File: src/hw/rtl/sud_pkg.sv
// shared types for the signed/unsigned divider core
`default_nettype none

package sud_pkg;

    typedef struct packed {
        logic load;
        logic step;
        logic ge;
    } t_cell_ctrl;

endpackage

`default_nettype wire

File: src/hw/rtl/sud_cell.sv
// one bit slice of the divider: remainder, quotient and divisor bits with borrow ripple
`default_nettype none

module sud_cell (
    input  wire                 i_clk,
    input  wire sud_pkg::t_cell_ctrl i_ctrl,
    input  wire                 i_load_d,
    input  wire                 i_load_q,
    input  wire                 i_r_nb,
    input  wire                 i_q_nb,
    input  wire                 i_brw,
    output logic                o_r,
    output logic                o_q,
    output logic                o_brw
);

    logic r_r;
    logic r_q;
    logic r_d;
    logic n_r;
    logic n_q;
    logic n_d;
    logic diff;

    // shifted remainder bit comes from the neighbour below
    always_comb begin
        diff  = i_r_nb ^ r_d ^ i_brw;
        o_brw = (~i_r_nb & r_d) | (~i_r_nb & i_brw) | (r_d & i_brw);
        n_r   = r_r;
        n_q   = r_q;
        n_d   = r_d;
        if (i_ctrl.load) begin
            n_r = 1'b0;
            n_q = i_load_q;
            n_d = i_load_d;
        end else if (i_ctrl.step) begin
            n_r = i_ctrl.ge ? diff : i_r_nb;
            n_q = i_q_nb;
        end
    end

    always_ff @(posedge i_clk) begin
        r_r <= n_r;
        r_q <= n_q;
        r_d <= n_d;
    end

    assign o_r = r_r;
    assign o_q = r_q;

endmodule

`default_nettype wire

File: src/hw/rtl/signed_unsigned_divider_core.sv
// top level of the signed/unsigned divider: sign handling, sequencer and row of bit cells
// Usage:
//   input channel:  i_valid / o_stall carry one word of i_kind, i_dividend, i_divisor
//                   and i_want_remainder; a word is taken when i_valid is high and
//                   o_stall is low.
//   output channel: o_valid / i_stall carry o_result, the quotient or the remainder.
// Timing:
//   one quotient bit per cycle through the row of DATA_WIDTH bit cells: the cells load
//   the absolute values at the accepting edge, DATA_WIDTH shift/subtract steps follow,
//   then the sign fix-up into the output register, which raises o_valid.
//   one word is in the divider at a time; o_stall stays high until it has moved to
//   the output register, and only then can a new word be taken.
//   the result waits in the output register while i_stall is high; the divider
//   then holds its finished word and takes no new one until the register frees.
// Reset:
//   i_rst_n low clears the sequencer and the output valid; no result is pending after.
// Divide by zero gives quotient 0 and remainder equal to the dividend; 0/0 gives
// quotient 1 and remainder 0. Signed results wrap, so the most negative value / -1
// gives the most negative value.
`default_nettype none

module signed_unsigned_divider_core #(
    parameter int DATA_WIDTH = 32
) (
    input  wire                    i_clk,
    input  wire                    i_rst_n,
    input  wire                    i_valid,
    output logic                   o_stall,
    input  wire                    i_kind,
    input  wire [DATA_WIDTH-1:0]   i_dividend,
    input  wire [DATA_WIDTH-1:0]   i_divisor,
    input  wire                    i_want_remainder,
    output logic                   o_valid,
    input  wire                    i_stall,
    output logic [DATA_WIDTH-1:0]  o_result
);

    localparam int CntW = $clog2(DATA_WIDTH);

    typedef enum logic [1:0] {
        S_IDLE,
        S_RUN,
        S_DONE
    } t_state;

    t_state                r_state;
    logic [CntW-1:0]       r_cnt;
    logic                  r_neg_q;
    logic                  r_neg_r;
    logic                  r_want_rem;
    logic                  r_den_zero;
    logic                  r_num_zero;
    logic                  r_out_valid;
    logic [DATA_WIDTH-1:0] r_result;

    logic                  in_acc;
    logic                  out_free;
    logic                  neg_a;
    logic                  neg_b;
    logic [DATA_WIDTH-1:0] abs_a;
    logic [DATA_WIDTH-1:0] abs_b;
    logic [DATA_WIDTH-1:0] r_bits;
    logic [DATA_WIDTH-1:0] q_bits;
    logic [DATA_WIDTH:0]   brw;
    logic [DATA_WIDTH-1:0] q_mag;
    logic [DATA_WIDTH-1:0] sel_mag;
    logic                  sel_neg;
    logic [DATA_WIDTH-1:0] n_result;
    sud_pkg::t_cell_ctrl   ctrl;

    assign o_stall  = (r_state != S_IDLE);
    assign in_acc   = i_valid && !o_stall;
    assign out_free = !r_out_valid || !i_stall;

    assign neg_a = i_kind & i_dividend[DATA_WIDTH-1];
    assign neg_b = i_kind & i_divisor[DATA_WIDTH-1];
    assign abs_a = neg_a ? (~i_dividend + 1'b1) : i_dividend;
    assign abs_b = neg_b ? (~i_divisor + 1'b1) : i_divisor;

    // partial remainder may carry one bit past the word, which always means ge
    always_comb begin
        ctrl.load = in_acc;
        ctrl.step = (r_state == S_RUN);
        ctrl.ge   = r_bits[DATA_WIDTH-1] | ~brw[DATA_WIDTH];
    end

    assign brw[0] = 1'b0;

    for (genvar gi = 0; gi < DATA_WIDTH; gi++) begin : g_cell
        logic r_nb;
        logic q_nb;
        if (gi == 0) begin : g_low
            assign r_nb = q_bits[DATA_WIDTH-1];
            assign q_nb = ctrl.ge;
        end else begin : g_up
            assign r_nb = r_bits[gi-1];
            assign q_nb = q_bits[gi-1];
        end
        sud_cell u_cell (
            .i_clk    (i_clk),
            .i_ctrl   (ctrl),
            .i_load_d (abs_b[gi]),
            .i_load_q (abs_a[gi]),
            .i_r_nb   (r_nb),
            .i_q_nb   (q_nb),
            .i_brw    (brw[gi]),
            .o_r      (r_bits[gi]),
            .o_q      (q_bits[gi]),
            .o_brw    (brw[gi+1])
        );
    end

    // zero divisor leaves the dividend in the remainder; quotient becomes 0, or 1 for 0/0
    always_comb begin
        q_mag    = r_den_zero ? {{(DATA_WIDTH-1){1'b0}}, r_num_zero} : q_bits;
        sel_mag  = r_want_rem ? r_bits : q_mag;
        sel_neg  = r_want_rem ? r_neg_r : r_neg_q;
        n_result = sel_neg ? (~sel_mag + 1'b1) : sel_mag;
    end

    always_ff @(posedge i_clk) begin
        if (!i_rst_n) begin
            r_state     <= S_IDLE;
            r_cnt       <= '0;
            r_out_valid <= 1'b0;
        end else begin
            if (r_out_valid && !i_stall && r_state != S_DONE) begin
                r_out_valid <= 1'b0;
            end
            case (r_state)
                S_IDLE: begin
                    if (in_acc) begin
                        r_state <= S_RUN;
                        r_cnt   <= CntW'(DATA_WIDTH - 1);
                    end
                end
                S_RUN: begin
                    r_cnt <= r_cnt - 1'b1;
                    if (r_cnt == '0) begin
                        r_state <= S_DONE;
                    end
                end
                S_DONE: begin
                    if (out_free) begin
                        r_out_valid <= 1'b1;
                        r_state     <= S_IDLE;
                    end
                end
                default: begin
                    r_state <= S_IDLE;
                end
            endcase
        end
    end

    always_ff @(posedge i_clk) begin
        if (in_acc) begin
            r_neg_q    <= neg_a ^ neg_b;
            r_neg_r    <= neg_a;
            r_want_rem <= i_want_remainder;
            r_den_zero <= (i_divisor == '0);
            r_num_zero <= (i_dividend == '0);
        end
        if (r_state == S_DONE && out_free) begin
            r_result <= n_result;
        end
    end

    assign o_valid  = r_out_valid;
    assign o_result = r_result;

`ifndef SYNTHESIS
    a_latency: assert property (@(posedge i_clk) disable iff (!i_rst_n)
        in_acc |-> ##(DATA_WIDTH + 1) (r_state == S_DONE))
        else $error("divider did not finish after the expected number of steps");

    a_run_end: assert property (@(posedge i_clk) disable iff (!i_rst_n)
        (r_state == S_RUN && r_cnt == '0) |=> (r_state == S_DONE))
        else $error("step counter expired without finishing");

    a_zero_div: assert property (@(posedge i_clk) disable iff (!i_rst_n)
        (r_state == S_DONE && r_den_zero) |-> (q_bits == '1))
        else $error("zero divisor did not set every quotient bit");

    a_out_src: assert property (@(posedge i_clk) disable iff (!i_rst_n)
        $rose(r_out_valid) |-> ($past(r_state) == S_DONE))
        else $error("result word appeared without a finished division");
`endif

endmodule

`default_nettype wire
File: config.mk
export PLATFORM = sky130hd
export DESIGN_NAME = signed_unsigned_divider_core
export DESIGN_NICKNAME = d
export VERILOG_FILES = /design/src/hw/rtl/sud_pkg.sv /design/src/hw/rtl/sud_cell.sv /design/src/hw/rtl/signed_unsigned_divider_core.sv
export SDC_FILE = /design/constraint.sdc
export NUM_CORES = 1
export LEC_CHECK = 0
export ABC_AREA = 1
export BUFFER_PORTS_ARGS = -buffer_cell sky130_fd_sc_hd__buf_4
export CAP_MARGIN = 20
export CORE_UTILIZATION = 48
export DETAILED_ROUTE_END_ITERATION = 7
export PLACE_DENSITY = 0.7
export SKIP_CTS_REPAIR_TIMING = 1
export SKIP_LAST_GASP = 1
export SYNTH_ARGS = -nofsm -noshare
export SYNTH_HDL_FRONTEND = slang
export SYNTH_SLANG_ARGS = --single-unit
File: constraint.sdc
create_clock -name i_clk -period 36.8 [get_ports i_clk]
set_input_delay 1.84 -clock i_clk [delete_from_list [all_inputs] [get_ports i_clk]]
set_output_delay 1.84 -clock i_clk [all_outputs]
set_load 0.01 [all_outputs]
==> results of run 1 <==
[Yosys cell counts (all sizes together)]
| cell | n |
|---|---|
| nand2 | 310 |
| inv | 146 |
| o21ai | 122 |
| nor2 | 119 |
| edfxtp | 101 |
| nand3 | 68 |
| a21oi | 52 |
| xor2 | 45 |
| dfxtp | 40 |
| fa | 31 |
| clkbuf | 27 |
| xnor2 | 16 |
| nor3 | 12 |
| buf | 8 |
| nand4 | 8 |
| a21boi | 6 |
| ha | 6 |
| o31ai | 4 |
| or2 | 4 |
| nor4 | 3 |
| o22ai | 3 |
| a211oi | 2 |
| a31oi | 2 |
| clkinv | 2 |
| nand3b | 2 |
| a221oi | 1 |
| o211ai | 1 |
[per-stage QoR]
step	instance area [sq um]	utilization (%)	cells	setup WS (ns)	total power (W)
CTS	10500	58.0	1478	22.91	0.000582
floorplan	8940	-	1141	23.47	0.000355
finish	10500	58.0	1478	22.86	0.000580
global route	10500	58.0	1478	22.38	0.000621
global placement	9910	54.8	1446	23.25	0.000405
detailed placement	9910	54.8	1446	23.10	0.000407
[worst max-delay path: cells and delay by family (launching register included)]
family,cells,cell delay [ns]
AO/OA/AOI/OAI,3,0.39
adder cells (fa/ha/maj),32,12.48
buffers and inverters,2,0.49
flip-flops,1,0.34
AND/OR/NAND/NOR,1,0.07
[power by group]
part / internal, W / switching, W
Sequential: 0.000204 / 0.0000208
Clock: 0.000101 / 0.0000696
Combinational: 0.0000650 / 0.000120
Total: 0.000369 / 0.000211
[state kept, by name, summed over array words and instances (netlist names)]
register,count
g_cell.u_cell.o_q,32
r_state,2
r_want_rem,1
r_num_zero,1
r_neg_r,1
g_cell.u_cell.o_r,32
r_den_zero,1
g_cell.u_cell.r_d,32
o_valid,1
r_cnt,5
o_result,32
r_neg_q,1
[kinds of logic (layout without fill, tap and decap cells)]
family                   Yosys count  in the layout  share of synthesized area [%]
adder cells (fa/ha/maj)           37             37                           7.78
AO/OA/AOI/OAI                    193            193                           11.7
AND/OR/NAND/NOR                  526            526                           23.7
flip-flops                       141            141                           42.9
XOR/XNOR                          61             61                           5.97
buffers and inverters            183            291                           7.96
[final cells by class]
cell class | instances | area (sq um) | share of cell area, %
inverter | 148 | 556 | 5.29
multi-input combinational | 817 | 4400 | 41.9
clock buffer | 17 | 425 | 4.05
tap | 229 | 287 | 2.73
sequential | 141 | 3830 | 36.5
clock inverter | 15 | 158 | 1.50
timing repair buffer | 111 | 833 | 7.94
[routing by layer]
| layer | vias up | share of wire (%) | GRT usage [%] |
|---|---|---|---|
| met5 | - | 0 | 0 |
| met4 | 0 | 2.9 | 10.2 |
| met3 | 34 | 5.3 | 4.05 |
| met2 | 235 | 48 | 39.9 |
| met1 | 3467 | 44 | 31.0 |
| li1 | 3899 | - | - |
[worst paths after layout]
| check | startpoint | endpoint | cells past startpoint |
|---|---|---|---|
| worst max-delay path | g_cell[31].u_cell.o_q | g_cell[9].u_cell.o_r | 38 |
| worst min-delay path | r_cnt[4] | r_cnt[4] | 1 |
| worst max register to register | g_cell[31].u_cell.o_q | g_cell[9].u_cell.o_r | 38 |
| worst min register to register | r_cnt[4] | r_cnt[4] | 1 |
==> metrics.md, run 1 <==
| Metric | Value |
|---|---|
| Result of the run | `complete, but fails checks` |
| Violations in the final reports | `design-rule violations` |
| Fillers | `1667` |
| Final wirelength | `21.8 mm` |
| Clock slew at the register clock pins of the worst setup and hold paths | `0.06 ns` |
| Lkg Pwr | `4.58 nW` |
| Summed instance area of the synthesized netlist | `8940 sq um` |
| Kind of end point of the critical path | `flip-flop` |
| Fin crit period | `13.94 ns` |
| Max Fanout on Critical Path | `65` |
| Latest clock arrival within the worst-skew pair | `0.42 ns` |
| Startpoint type of the worst setup path | `flip-flop` |
| Synth Instances | `1141` |
| Max Freq | `71.7 MHz` |
| Maximum number of pins on one net before global-route repair | `66` |
| Iteration-0 DRC count of the detailed router | `574` |
| Crit path largest cell delay | `0.43 ns` |
| Htree depth | `4` |
| Post-detail-place hpwl | `16.5 mm` |
| Synth-to-layout area growth | `17.3%` |
| Max Root-Sink Buffers | `2` |
| Commonest non-fill, non-tap cells in the layout | `nand2_1 (310), inv_1 (138), nor2_1 (117)` |
| Number of library cell types mapped by synthesis | `35` |
| WP data arrival | `14.22 ns` |
| Share of synthesized area occupied by flip-flops and latches | `42.9%` |
| Buffers added on ports | `103` |
| Routed length per placed instance | `14.7 um` |
| First-pass iteration count of the detailed router | `8` |
| Power per cell area | `55.3 nW/um^2` |
| Syn_area_per_cell | `7.84 sq um` |
| # diodes | `0` |
| Global-route wire length before repair | `36.1 mm` |
| Worst hold-check path type | `reg2reg` |
| Library cell with the largest summed area after synthesis | `edfxtp_1` |
| Required time of the worst setup path | `37.08 ns` |
| Residual DRC count | `13` |
| Worst hold margin | `0.465 ns` |
| Clk_skew | `0.00743 ns` |
| Finish-stage setup viols | `0` |
| Unrepaired setup endpoints after global routing | `no` |
| Area share of the largest cell type after synthesis | `33.9%` |
| Largest cells by area after synthesis | `edfxtp_1 (34%), nand2_1 (13%), dfxtp_1 (9.0%)` |
| Number of placement rows | `49` |
| Net count after synthesis | `1248` |
| Initial antenna violation count | `0` |
| Share of post-route cells with drive strength above 1 | `13.3%` |
| Number of hold violations in the final report | `0` |
| Vias after detailed routing | `7635` |
| Yosys warning total | `0` |
| Slowest cell on crit path | `buf_4` |
| Starting density of the core | `49.5%` |
| GPL Wtd Cong | `0.892` |
| GR Util All Layers | `24.0%` |
| Overall die width | `139 um` |
| Worst path most repeated cell | `fa_1` |
| TritonCTS Buffers | `17` |
| Number of nets in the finished design | `1343` |
| Type of the worst setup path | `reg2reg` |
| Antenna Nets Post-Route | `0` |
| Final setup TNS | `0 ns` |
| Final Max Tran Viols | `0` |
| Sink count of the clock tree | `141` |
| Routed via count divided by cell count | `5.17` |
| Number of ports placed on the die boundary | `104` |
| Transition time at the pin with the least slew margin | `0.952 ns` |
| CTS tree | `done` |
| Core area | `18100 sq um` |
| DIE AREA | `19200 sq um` |
| Clock Root Buffer | `clkbuf_16` |
| Flops & latches, synth | `141` |
| Vertical extent of the die | `139 um` |
| Post-route fraction of the period consumed by the critical path | `37.9%` |
| Global route overflow | `0` |
| Most frequent standard cell in the layout excluding fill and tap cells | `nand2_1` |
| Maximum vdd drop | `0.0311 mV` |
| Max_slew headroom | `36.1%` |
| Slack of the worst reg-to-reg path | `22.86 ns` |
| Number of max-cap violations | `0` |
| Vias in the first global route | `7369` |
Power figures use the tool's default switching activity.
==> inputs of run 2 (changes only) <==
Clock period 36.8 ns to 13.4 ns, I/O delays scaled along.
==> run 2 against run 1 <==
Compared with the run above:
- the run still ends with design-rule violations left
- non-clock buffer count is 3 higher
- critical path depth unchanged
- setup slack got worse by 23 ns
- routed wire length increased by 1.3%
- worst hold slack worse by 0.043 ns
==> metrics.md, run 2 (synthesis gave the netlist of run 1 again) <==
| Metric | Value |
|---|---|
| Initial antenna violation count | `0 (unchanged)` |
| DIE AREA | `19200 sq um (unchanged)` |
| Power per cell area | `152 nW/um^2 (+180%)` |
| Iteration-0 DRC count of the detailed router | `588 (+2.4%)` |
| Max Root-Sink Buffers | `2 (unchanged)` |
| Post-detail-place hpwl | `16.6 mm (+0.47%)` |
| Fillers | `1663 (-0.24%)` |
| Share of post-route cells with drive strength above 1 | `14.2% (+0.93 points)` |
| Vias after detailed routing | `7766 (+1.7%)` |
| Kind of end point of the critical path | `flip-flop` |
| Result of the run | `complete, but fails checks` |
| Htree depth | `4 (unchanged)` |
| Most frequent standard cell in the layout excluding fill and tap cells | `nand2_1` |
| WP data arrival | `13.33 ns (-0.89 ns)` |
| Lkg Pwr | `4.60 nW (+0.46%)` |
| Latest clock arrival within the worst-skew pair | `0.42 ns (about the same)` |
| Number of placement rows | `49 (unchanged)` |
| Type of the worst setup path | `reg2reg` |
| TritonCTS Buffers | `17 (unchanged)` |
| Max_slew headroom | `35.5% (-0.59 points)` |
| Required time of the worst setup path | `13.68 ns (-23.40 ns)` |
| GR Util All Layers | `23.3% (-0.66 points)` |
| Number of ports placed on the die boundary | `104 (unchanged)` |
| Worst path most repeated cell | `fa_1` |
| Residual DRC count | `13 (unchanged)` |
| Number of hold violations in the final report | `0 (unchanged)` |
| Global route overflow | `0 (unchanged)` |
| Routed via count divided by cell count | `5.24 (+1.5%)` |
| Final setup TNS | `0 ns (unchanged)` |
| Worst hold-check path type | `in2reg` |
| Finish-stage setup viols | `0 (unchanged)` |
| Global-route wire length before repair | `35.2 mm (-2.5%)` |
| Crit path largest cell delay | `0.41 ns (-0.02 ns)` |
| Worst hold margin | `0.423 ns (-0.0426 ns)` |
| Max Freq | `76.6 MHz (+6.8%)` |
| Sink count of the clock tree | `141 (unchanged)` |
| Vertical extent of the die | `139 um (unchanged)` |
| Transition time at the pin with the least slew margin | `0.961 ns (+0.00874 ns)` |
| First-pass iteration count of the detailed router | `7 (-1)` |
| Synth-to-layout area growth | `18.3%` |
| Number of nets in the finished design | `1346 (+0.22%)` |
| Max Fanout on Critical Path | `16 (-75%)` |
| Commonest non-fill, non-tap cells in the layout | `nand2_1 (309), inv_1 (138), nor2_1 (117)` |
| Starting density of the core | `49.5% (unchanged)` |
| Buffers added on ports | `103 (unchanged)` |
| CTS tree | `done` |
| Routed length per placed instance | `14.9 um (+1.1%)` |
| Vias in the first global route | `7191 (-2.4%)` |
| Final Max Tran Viols | `0 (unchanged)` |
| # diodes | `0 (unchanged)` |
| Clock slew at the register clock pins of the worst setup and hold paths | `0.06 ns (about the same)` |
| Clk_skew | `0.00781 ns (+0.000387 ns)` |
| Antenna Nets Post-Route | `0 (unchanged)` |
| Overall die width | `139 um (unchanged)` |
| Sequential cell area | `3830 sq um (unchanged)` |
| Slowest cell on crit path | `fa_1` |
| Clock Root Buffer | `clkbuf_16` |
| Core area | `18100 sq um (unchanged)` |
| Violations in the final reports | `design-rule violations` |
| Number of max-cap violations | `0 (unchanged)` |
| Maximum number of pins on one net before global-route repair | `66 (unchanged)` |
| GPL Wtd Cong | `0.894 (+0.31%)` |
| Startpoint type of the worst setup path | `flip-flop` |
| Multi-input combinational cell area | `4440 sq um (+0.85%)` |
| Post-route fraction of the period consumed by the critical path | `97.4% (+60 points)` |
| Fin crit period | `13.06 ns (-0.883 ns)` |
| Maximum vdd drop | `0.105 mV (+240%)` |
| Final wirelength | `22.1 mm (+1.3%)` |
==> run 2: worst paths after layout <==
check             depth (start not counted)  slack (ns)               endpoint                  start
setup reg to reg                         38        0.34  g_cell[12].u_cell.o_r  g_cell[31].u_cell.o_q
hold / removal                            1        0.42             r_want_rem       i_want_remainder
hold reg to reg                           1        0.47               r_cnt[4]               r_cnt[4]
setup / recovery                         38        0.34  g_cell[12].u_cell.o_r  g_cell[31].u_cell.o_q
==> run 2: metal layers <==
layer	GRT usage, %	part of all wire, %	wire length (um)	vias to the layer above
met5	0	0	0	-
met2	37.9	47	10300	272
met4	11.0	3.2	708	0
met3	4.09	6.0	1320	39
met1	30.4	44	9710	3552
li1	-	-	-	3903
==> run 2: area by class of cell <==
| cell class | instances | area share, % |
|---|---|---|
| flip-flops and latches | 141 | 36.2 |
| inverters | 148 | 5.25 |
| clock buffers | 23 | 4.82 |
| repair buffers | 114 | 8.54 |
| multi-input cells | 817 | 41.9 |
| well taps | 229 | 2.71 |
| clock inverters | 9 | 0.508 |
==> run 2: power breakdown <==
group          internal (W)  leakage (nW)  switching, W  total, W
logic              0.000204          3.03      0.000346  0.000550
registers          0.000560          1.30     0.0000543  0.000614
clock network      0.000267         0.280      0.000178  0.000446
total               0.00103          4.60      0.000578   0.00161
==> run 2: critical path, delay by kind of cell (launching register included) <==
kind,cells,cell delay [ns]
AOI/OAI and AO/OA,3,0.31
adders and majority gates,32,11.94
buffers and inverters,2,0.23
DFF,1,0.33
and+or+nand+nor,1,0.11
==> run 2: through the flow <==
step | power, W | area [sq um] | setup slack, ns | instances | util [%]
after floorplan | 0.000974 | 8940 | 0.0671 | 1141 | -
after global placement | 0.00112 | 9920 | 0.0276 | 1446 | 54.9
after detailed placement | 0.00112 | 9920 | -0.147 | 1446 | 54.9
after CTS | 0.00158 | 10500 | -0.220 | 1478 | 58.0
after global routing | 0.00171 | 10600 | -0.00831 | 1481 | 58.5
final | 0.00161 | 10600 | 0.343 | 1481 | 58.5
